File: config.mk
export PLATFORM = sky130hd
export DESIGN_NAME = lphm_mixer
export DESIGN_NICKNAME = d
export VERILOG_FILES = /design/src/hw/rtl/lphm_pkg.sv /design/src/hw/rtl/lphm_mixer.sv
export SDC_FILE = /design/constraint.sdc
export NUM_CORES = 1
export LEC_CHECK = 0
export BUFFER_PORTS_ARGS = -buffer_cell sky130_fd_sc_hd__buf_2
export CAP_MARGIN = 20
export CORE_ASPECT_RATIO = 1.5
export CORE_MARGIN = 2
export CORE_UTILIZATION = 55
export CTS_CLUSTER_SIZE = 24
export DETAILED_ROUTE_END_ITERATION = 16
export MAX_ROUTING_LAYER = met4
export PLACE_DENSITY = 0.71
export SETUP_SLACK_MARGIN = 0.2
export SLEW_MARGIN = 40
export SYNTH_ARGS = -nofsm -noshare
export SYNTH_HDL_FRONTEND = slang
export SYNTH_SLANG_ARGS = --single-unit
File: constraint.sdc
create_clock -name clk_i -period 10.6 [get_ports clk_i]
set_clock_uncertainty 0.05 [all_clocks]
set_input_delay 0.53 -clock clk_i [delete_from_list [all_inputs] [get_ports clk_i]]
set_output_delay 0.53 -clock clk_i [all_outputs]
set_load 0.005 [all_outputs]
File: src/hw/rtl/lphm_pkg.sv
// shared types and constants for the linear probe hash map
`timescale 1ns / 1ps

package lphm_pkg;

  // width of the population counter and load limit
  localparam int unsigned CntW = 10;
  localparam int unsigned KeyW = 32;
  localparam int unsigned DataW = 32;
  localparam int unsigned StatusW = 3;

  // load limit after reset
  localparam logic [CntW-1:0] MaxEntriesReset = 10'd819;

  // avalanche mixer constants
  localparam logic [31:0] MixMulA = 32'h85eb_ca6b;
  localparam logic [31:0] MixMulB = 32'hc2b2_ae35;
  localparam int unsigned MixShiftA = 16;
  localparam int unsigned MixShiftB = 13;

  // result status codes
  typedef enum logic [StatusW-1:0] {
    STAT_FOUND     = 3'd0,
    STAT_NOT_FOUND = 3'd1,
    STAT_INSERTED  = 3'd2,
    STAT_PRESENT   = 3'd3,
    STAT_FULL      = 3'd4
  } status_e;

  // request modes
  typedef enum logic {
    MODE_FIND   = 1'b0,
    MODE_INSERT = 1'b1
  } mode_e;

  // hash unit sequencer
  typedef enum logic [2:0] {
    MIX_IDLE,
    MIX_MUL1,
    MIX_MUL2,
    MIX_FOLD,
    MIX_QUOT,
    MIX_REM,
    MIX_MOD,
    MIX_OUT
  } mix_state_e;

  // top level sequencer
  typedef enum logic [2:0] {
    ST_CLEAR,
    ST_IDLE,
    ST_HASH,
    ST_PROBE,
    ST_DONE
  } ctl_state_e;

endpackage

File: src/hw/rtl/lphm_mixer.sv
// hash unit: shared multiplier avalanche mixer and reciprocal slot reduction
`timescale 1ns / 1ps

module lphm_mixer #(
  parameter int unsigned CAPACITY = 1024
) (
  input  logic                         clk_i,
  input  logic                         rst_ni,
  input  logic                         start_i,
  input  logic [lphm_pkg::KeyW-1:0]    key_i,
  output logic                         done_o,
  output logic [$clog2(CAPACITY)-1:0]  slot_o
);

  localparam int unsigned AW = $clog2(CAPACITY);
  localparam bit CapPow2 = ((CAPACITY & (CAPACITY - 1)) == 0);
  localparam logic [AW:0] CapExt = (AW + 1)'(CAPACITY);
  // capacity and its scaled reciprocal floor(2^32 / CAPACITY)
  localparam logic [31:0] CapWord  = 32'(CAPACITY);
  localparam logic [31:0] CapRecip = 32'((64'd1 << 32) / 64'(CAPACITY));

  lphm_pkg::mix_state_e state_q, state_d;

  logic [31:0]   h_q;
  logic [31:0]   sh_q;
  logic [AW:0]   rem_q;
  logic [AW-1:0] slot_q;

  logic [31:0]   mul_a;
  logic [31:0]   mul_b;
  logic [63:0]   prod;
  logic [31:0]   h_fold;
  logic [31:0]   rem_diff;
  logic [AW:0]   rem_fix;

  // one multiplier shared by both mixing rounds and the slot reduction
  always_comb begin
    mul_a = h_q;
    mul_b = lphm_pkg::MixMulA;
    case (state_q)
      lphm_pkg::MIX_MUL2: begin
        mul_a = h_q ^ (h_q >> lphm_pkg::MixShiftB);
        mul_b = lphm_pkg::MixMulB;
      end
      lphm_pkg::MIX_QUOT: begin
        mul_a = sh_q;
        mul_b = CapRecip;
      end
      lphm_pkg::MIX_REM: begin
        mul_a = h_q;
        mul_b = CapWord;
      end
      default: begin
      end
    endcase
    prod = mul_a * mul_b;
  end

  assign h_fold = h_q ^ (h_q >> lphm_pkg::MixShiftA);

  // quotient estimate is low by at most one, so the remainder is below 2 * CAPACITY
  assign rem_diff = sh_q - prod[31:0];
  assign rem_fix  = (rem_q >= CapExt) ? rem_q - CapExt : rem_q;

  // sequencer next state
  always_comb begin
    state_d = state_q;
    case (state_q)
      lphm_pkg::MIX_IDLE: begin
        if (start_i) state_d = lphm_pkg::MIX_MUL1;
      end
      lphm_pkg::MIX_MUL1: state_d = lphm_pkg::MIX_MUL2;
      lphm_pkg::MIX_MUL2: state_d = lphm_pkg::MIX_FOLD;
      lphm_pkg::MIX_FOLD: begin
        state_d = CapPow2 ? lphm_pkg::MIX_OUT : lphm_pkg::MIX_QUOT;
      end
      lphm_pkg::MIX_QUOT: state_d = lphm_pkg::MIX_REM;
      lphm_pkg::MIX_REM:  state_d = lphm_pkg::MIX_MOD;
      lphm_pkg::MIX_MOD:  state_d = lphm_pkg::MIX_OUT;
      lphm_pkg::MIX_OUT:  state_d = lphm_pkg::MIX_IDLE;
      default: state_d = lphm_pkg::MIX_IDLE;
    endcase
  end

  // state register
  always_ff @(posedge clk_i or negedge rst_ni) begin
    if (!rst_ni) begin
      state_q <= lphm_pkg::MIX_IDLE;
    end else begin
      state_q <= state_d;
    end
  end

  // datapath registers
  always_ff @(posedge clk_i) begin
    case (state_q)
      lphm_pkg::MIX_IDLE: begin
        h_q <= key_i ^ (key_i >> lphm_pkg::MixShiftA);
      end
      lphm_pkg::MIX_MUL1, lphm_pkg::MIX_MUL2: begin
        h_q <= prod[31:0];
      end
      lphm_pkg::MIX_FOLD: begin
        sh_q   <= h_fold;
        slot_q <= CapPow2 ? h_fold[AW-1:0] : '0;
      end
      lphm_pkg::MIX_QUOT: begin
        h_q <= prod[63:32];
      end
      lphm_pkg::MIX_REM: begin
        rem_q <= rem_diff[AW:0];
      end
      lphm_pkg::MIX_MOD: begin
        slot_q <= rem_fix[AW-1:0];
      end
      default: begin
      end
    endcase
  end

  assign done_o = (state_q == lphm_pkg::MIX_OUT);
  assign slot_o = slot_q;

endmodule

### Word-level counts from Yosys, hierarchy flattened

Cells that the tools add are included.

* bits in registers: 88
* word-level logic and storage cells: 32

* $add $sub $neg: 2
* $mul: 1
* magnitude comparators: 1
* equality and inequality tests: 8
* mux-type cells: 7
* bitwise operators: 3
* reductions and logical operators: 5

Operators by type and width (count)
* $pmux 32 s3: 2
* $mul 32x32->64: 1
* $pmux 32 s2: 1
* $xor 32x16->32: 2
* $xor 32x19->32: 1
* $pmux 3 s7: 1
* $pmux 10 s2: 1
* $eq 3x3->1 const B: 4
* $ge 11x11->1 const B: 1
* $sub 11x11->11: 1
* $mux 10: 1
* $sub 10x1->10 const B: 1
* $eq 3x2->1 const B: 2
* $reduce_or 2->1: 2
* $eq 3x1->1 const B: 1
* $logic_not 3->1: 1
* $mux 3: 1
* $reduce_bool 3->1: 1
* $ne 2x2->1 const B: 1
* $reduce_bool 2->1: 1

### Longest topological paths before layout

* depth in word-level cells: 4
* depth in mapped cells: 32
* mapped depth without buffers: 30

### Worst setup path after synthesis

Ideal clock, no wire load.

* kind: flip-flop to flip-flop
* from: reg state_q[2]
* to: reg h_q[31], data pin
* arrival time: 8.079 ns
* setup slack: 2.205 ns
* stages on the path, launching flop included: 30
* buffers on the path: 3
* period minus slack after synthesis: 8.395 ns
* cell sequence: dfrtp_1 > clkbuf_1 > nor2_1 > clkbuf_1 > and2_1 > xnor2_1 > nor2_1 > fa_1 > fa_1 > inv_1 > fa_1 > fa_1 > inv_1 > fa_1 > fa_1 > fa_1 > inv_1 > fa_1 > inv_1 > ha_1 > clkbuf_1 > nand4_1 > nor3_1 > a22oi_1 > o211ai_1 > o21ba_1 > o21ai_1 > a2111o_1 > a21oi_1 > o31ai_2

* cells in the longest elaborated chain, start to end: 4

RTL lines
* from (decl): RTL line lphm_mixer.sv:22 `lphm_pkg::mix_state_e state_q, state_d;`
* from (signal assigned): RTL line lphm_mixer.sv:88 `state_q <= lphm_pkg::MIX_IDLE;`
* from (signal assigned): RTL line lphm_mixer.sv:90 `state_q <= state_d;`
* $eq 3x3->1, or another cell as far along: RTL line lphm_mixer.sv:40 `case (state_q)`
* $pmux 32 s3 / $pmux 32 s2 (equally long branches): RTL line lphm_mixer.sv:40
* $mul 32x32->64: RTL line lphm_mixer.sv:56 `prod = mul_a * mul_b;`
* $pmux 32 s3 *: RTL line lphm_mixer.sv:96 `case (state_q)`
* to (signal assigned): RTL line lphm_mixer.sv:98 `h_q <= key_i ^ (key_i >> lphm_pkg::MixShiftA);`
* to (signal assigned): RTL line lphm_mixer.sv:101 `h_q <= prod[31:0];`
* to (signal assigned): RTL line lphm_mixer.sv:108 `h_q <= prod[63:32];`
* to (decl): RTL line lphm_mixer.sv:24 `logic [31:0] h_q;`

Mark *: on every way between the ends. The rest lies on a longest branch, timed or not.
A chain may end at the register's enable or synchronous reset.

### Worst setup path after layout

* from: reg state_q[0]
* to: reg h_q[24], data pin

Same word-level chain as after synthesis.

==> flow_summary.ini <==
[status]
status = completed

[global_route]
grt_overflow = 0
grtUsageTotal = 0.443
antenna_found_initial = 4
grt_pass1_vias = 25871
grt_max_degree = 46
grt_pass1_wl_mm = 174

[synth]
synth_area_um2 = 31000
synth_edf_count = 84
synth_top_flop_cell = edfxtp_1
synthMuxAreaShare = 0.00428
yosys.area_share.xor_xnor = 0.0401
syn_inst = 3128
synth_warnings = 0
synth_nets = 4276
synth_top_family_by_area = adder cells
syn_avg_cell_area_um2 = 9.92
synthAdderAreaFrac = 0.610
ys_seq_elements = 87
synthSimpleGateAreaFrac = 0.0571
synth_compound_area_frac = 0.0835
yosysSeqAreaShare = 0.0837
ys_async_sr_fraction = 0.0345
synth_cell_type_count = 65

[job]
max_cap_viol_count = 0

[layout]
stdcell_area_um2 = 32600
num-nets-final = 4290
drive_above_1_share = 0.0550
area_delta_synth_final_pct = 5.09

[timing]
finalSetupViolCount = 0
hold_slack_ns = 0.440
worst_slew_pin_slew_ns = 0.856
fin_setup_tns_ns = 0
final.period_utilization = 0.946
finalMaxSlewViolations = 0
fmax_ghz = 0.0997
hold_viol = 0
rsz0062_at_grt = no
relSlewSlack = 0.428
worst_slack_ns = 0.568
period_minus_slack_ns = 10.03

[die]
start_util = 0.557
rows = 106
die_h_um = 295
fp.dieW_um = 198
fp.coreArea_um2 = 55700
ioPinCount = 46
die_area_um2 = 58400

[route]
postRouteAntennaNets = 0
vias_per_cell = 5.99
wirelength_mm = 118
drc_errors = 0
via_count = 23083
wire_per_inst_um = 30.7
dr.pass1.iters = 6
drt-initial-drc-count = 2202

[clock_tree]
htree_levels = 3
clockBufferDepth = 2
cts_setup_buffers = 0
cts_made_buffers = 9
cts_sinks = 87
clk_pin_slew_ns = 0.08
cts_root_buf = clkbuf_16
clock_latency_ns = 0.37
cts_tree = yes

[placed_design]
place_area_um2 = 32300
dp_hpwl_mm = 103
place_congestion = 1.11
place_ws_ns = 0.761
numPortBuffers = 45

[setup_path]
slowest_delay_ns = 0.59
criticalPathCategory = reg2reg
slowest_stage = inv_1
end_kind = register
cp_data_required_time_ns = 10.64
cpMostUsedCell = fa_1
crit_fanout = 20
worstPathArrival_ns = 10.07
cp-start-kind = register

[min_path]
min_path_type = in2async
-- area by class of cell --
cell class / instances / area (um2)
Tap cell: 702 / 878
Inverter: 886 / 3330
Sequential cell: 87 / 2600
Fill cell: 4851 / 23100
Timing Repair Buffer: 116 / 781
Antenna cell: 4 / 10.0
Clock buffer: 9 / 225
Multi-Input combinational cell: 2042 / 24700
Clock inverter: 7 / 66.3
-- final timing paths --
path	to	cells past startpoint	start	slack, ns
worst min register to register	slot_o[2]$_DFFE_PN_	1	rem_q[2]$_DFFE_PN_	0.51
max in group asynchronous	state_q[2]$_DFFE_PN0P_	2	rst_ni	9.94
worst max-delay path	h_q[24]$_DFFE_PP_	29	state_q[0]$_DFFE_PN0P_	0.57
min in group clk_i	h_q[21]$_DFFE_PP_	3	key_i[21]	0.45
worst min-delay path	state_q[0]$_DFFE_PN0P_	2	rst_ni	0.44
worst max register to register	h_q[24]$_DFFE_PP_	29	state_q[0]$_DFFE_PN0P_	0.57
-- logic make-up after synthesis --
| kind of cell | after synthesis |
|---|---|
| XOR/XNOR | 142 |
| AO/OA/AOI/OAI | 393 |
| buffers and inverters | 999 |
| flip-flops | 87 |
| adder cells (fa/ha/maj) | 1113 |
| AND/OR/NAND/NOR | 382 |
| multiplexers | 12 |
-- registers in the layout, summed over array words and instances, names as in the netlist --
signal   cells
h_q         32
sh_q        32
rem_q       10
slot_o      10
state_q      3
-- Yosys cell counts (9+ instances only) --
| master | n | area share |
|---|---|---|
| inv_1 | 886 | 0.11 |
| nand2_1 | 145 | 0.018 |
| ha_1 | 447 | 0.18 |
| o21ai_0 | 91 | 0.015 |
| mux2_2 | 10 | 0.0036 |
| clkbuf_1 | 102 | 0.012 |
| nand3_1 | 17 | 0.0027 |
| o21bai_1 | 14 | 0.0034 |
| a21oi_1 | 87 | 0.014 |
| xor2_1 | 93 | 0.026 |
| fa_1 | 666 | 0.43 |
| a22oi_1 | 36 | 0.0087 |
| nor3_1 | 14 | 0.0023 |
| nand4_1 | 27 | 0.0054 |
| a31oi_1 | 11 | 0.0022 |
| nor2_1 | 96 | 0.012 |
| a21o_1 | 42 | 0.010 |
| nor2b_1 | 9 | 0.0018 |
| xnor2_1 | 49 | 0.014 |
| edfxtp_1 | 84 | 0.081 |
| a22o_1 | 39 | 0.011 |
| o21ai_1 | 11 | 0.0018 |
| and2_1 | 34 | 0.0069 |
-- critical path: cells and delay by family, from the launching register on --
kind / cells / cell delay (ns)
buffers and inverters: 7 / 1.57
AO/OA/AOI/OAI: 7 / 1.88
flip-flops: 1 / 0.57
AND/OR/NAND/NOR: 6 / 1.25
adder cells (fa/ha/maj): 9 / 4.39
-- layer usage --
layer	vias up	GRT usage	wire, um
li1	9687	-	-
met1	11695	0.459	38800
met2	1200	0.707	56100
met3	501	0.0708	7800
met4	0	0.436	15700
met5	-	-	0
-- through the flow --
| step | cells | utilization |
|---|---|---|
| 5_1_grt | 3852 | 0.585 |
| 4_1_cts | 3848 | 0.585 |
| 6_report | 3853 | 0.585 |
| 2_1_floorplan | 3128 | - |
| 3_5_place_dp | 3831 | 0.579 |
| 3_3_place_gp | 3824 | 0.578 |
-- cell usage in the layout (no fill, tap or decap), drive strengths merged, types with 6 or more instances in the layout --
| cell | Yosys | routed |
|---|---|---|
| a21o | 42 | 42 |
| a21oi | 88 | 88 |
| a22o | 39 | 39 |
| a22oi | 36 | 36 |
| a31oi | 11 | 11 |
| and2 | 34 | 34 |
| and3 | 7 | 7 |
| buf | 11 | 115 |
| clkbuf | 102 | 9 |
| edfxtp | 84 | 84 |
| fa | 666 | 666 |
| ha | 447 | 447 |
| inv | 886 | 892 |
| mux2 | 10 | 10 |
| nand2 | 145 | 145 |
| nand2b | 8 | 8 |
| nand3 | 17 | 17 |
| nand4 | 27 | 27 |
| nor2 | 96 | 96 |
| nor2b | 9 | 9 |
| nor3 | 14 | 14 |
| o211ai | 6 | 6 |
| o21ai | 104 | 104 |
| o21bai | 14 | 14 |
| o221ai | 8 | 8 |
| o31ai | 7 | 7 |
| or2 | 8 | 8 |
| or3 | 8 | 8 |
| xnor2 | 49 | 49 |
| xor2 | 93 | 93 |
-- repair_timing --
action	in CTS	in global routing
gates resized for setup	0	1
endpoints found under the setup margin	0	1
hold buffers	1	0
endpoints found under the hold margin	3	0
Power is not shown: default switching activity piles up to over one toggle a cycle in this logic, so the estimate is an artifact.
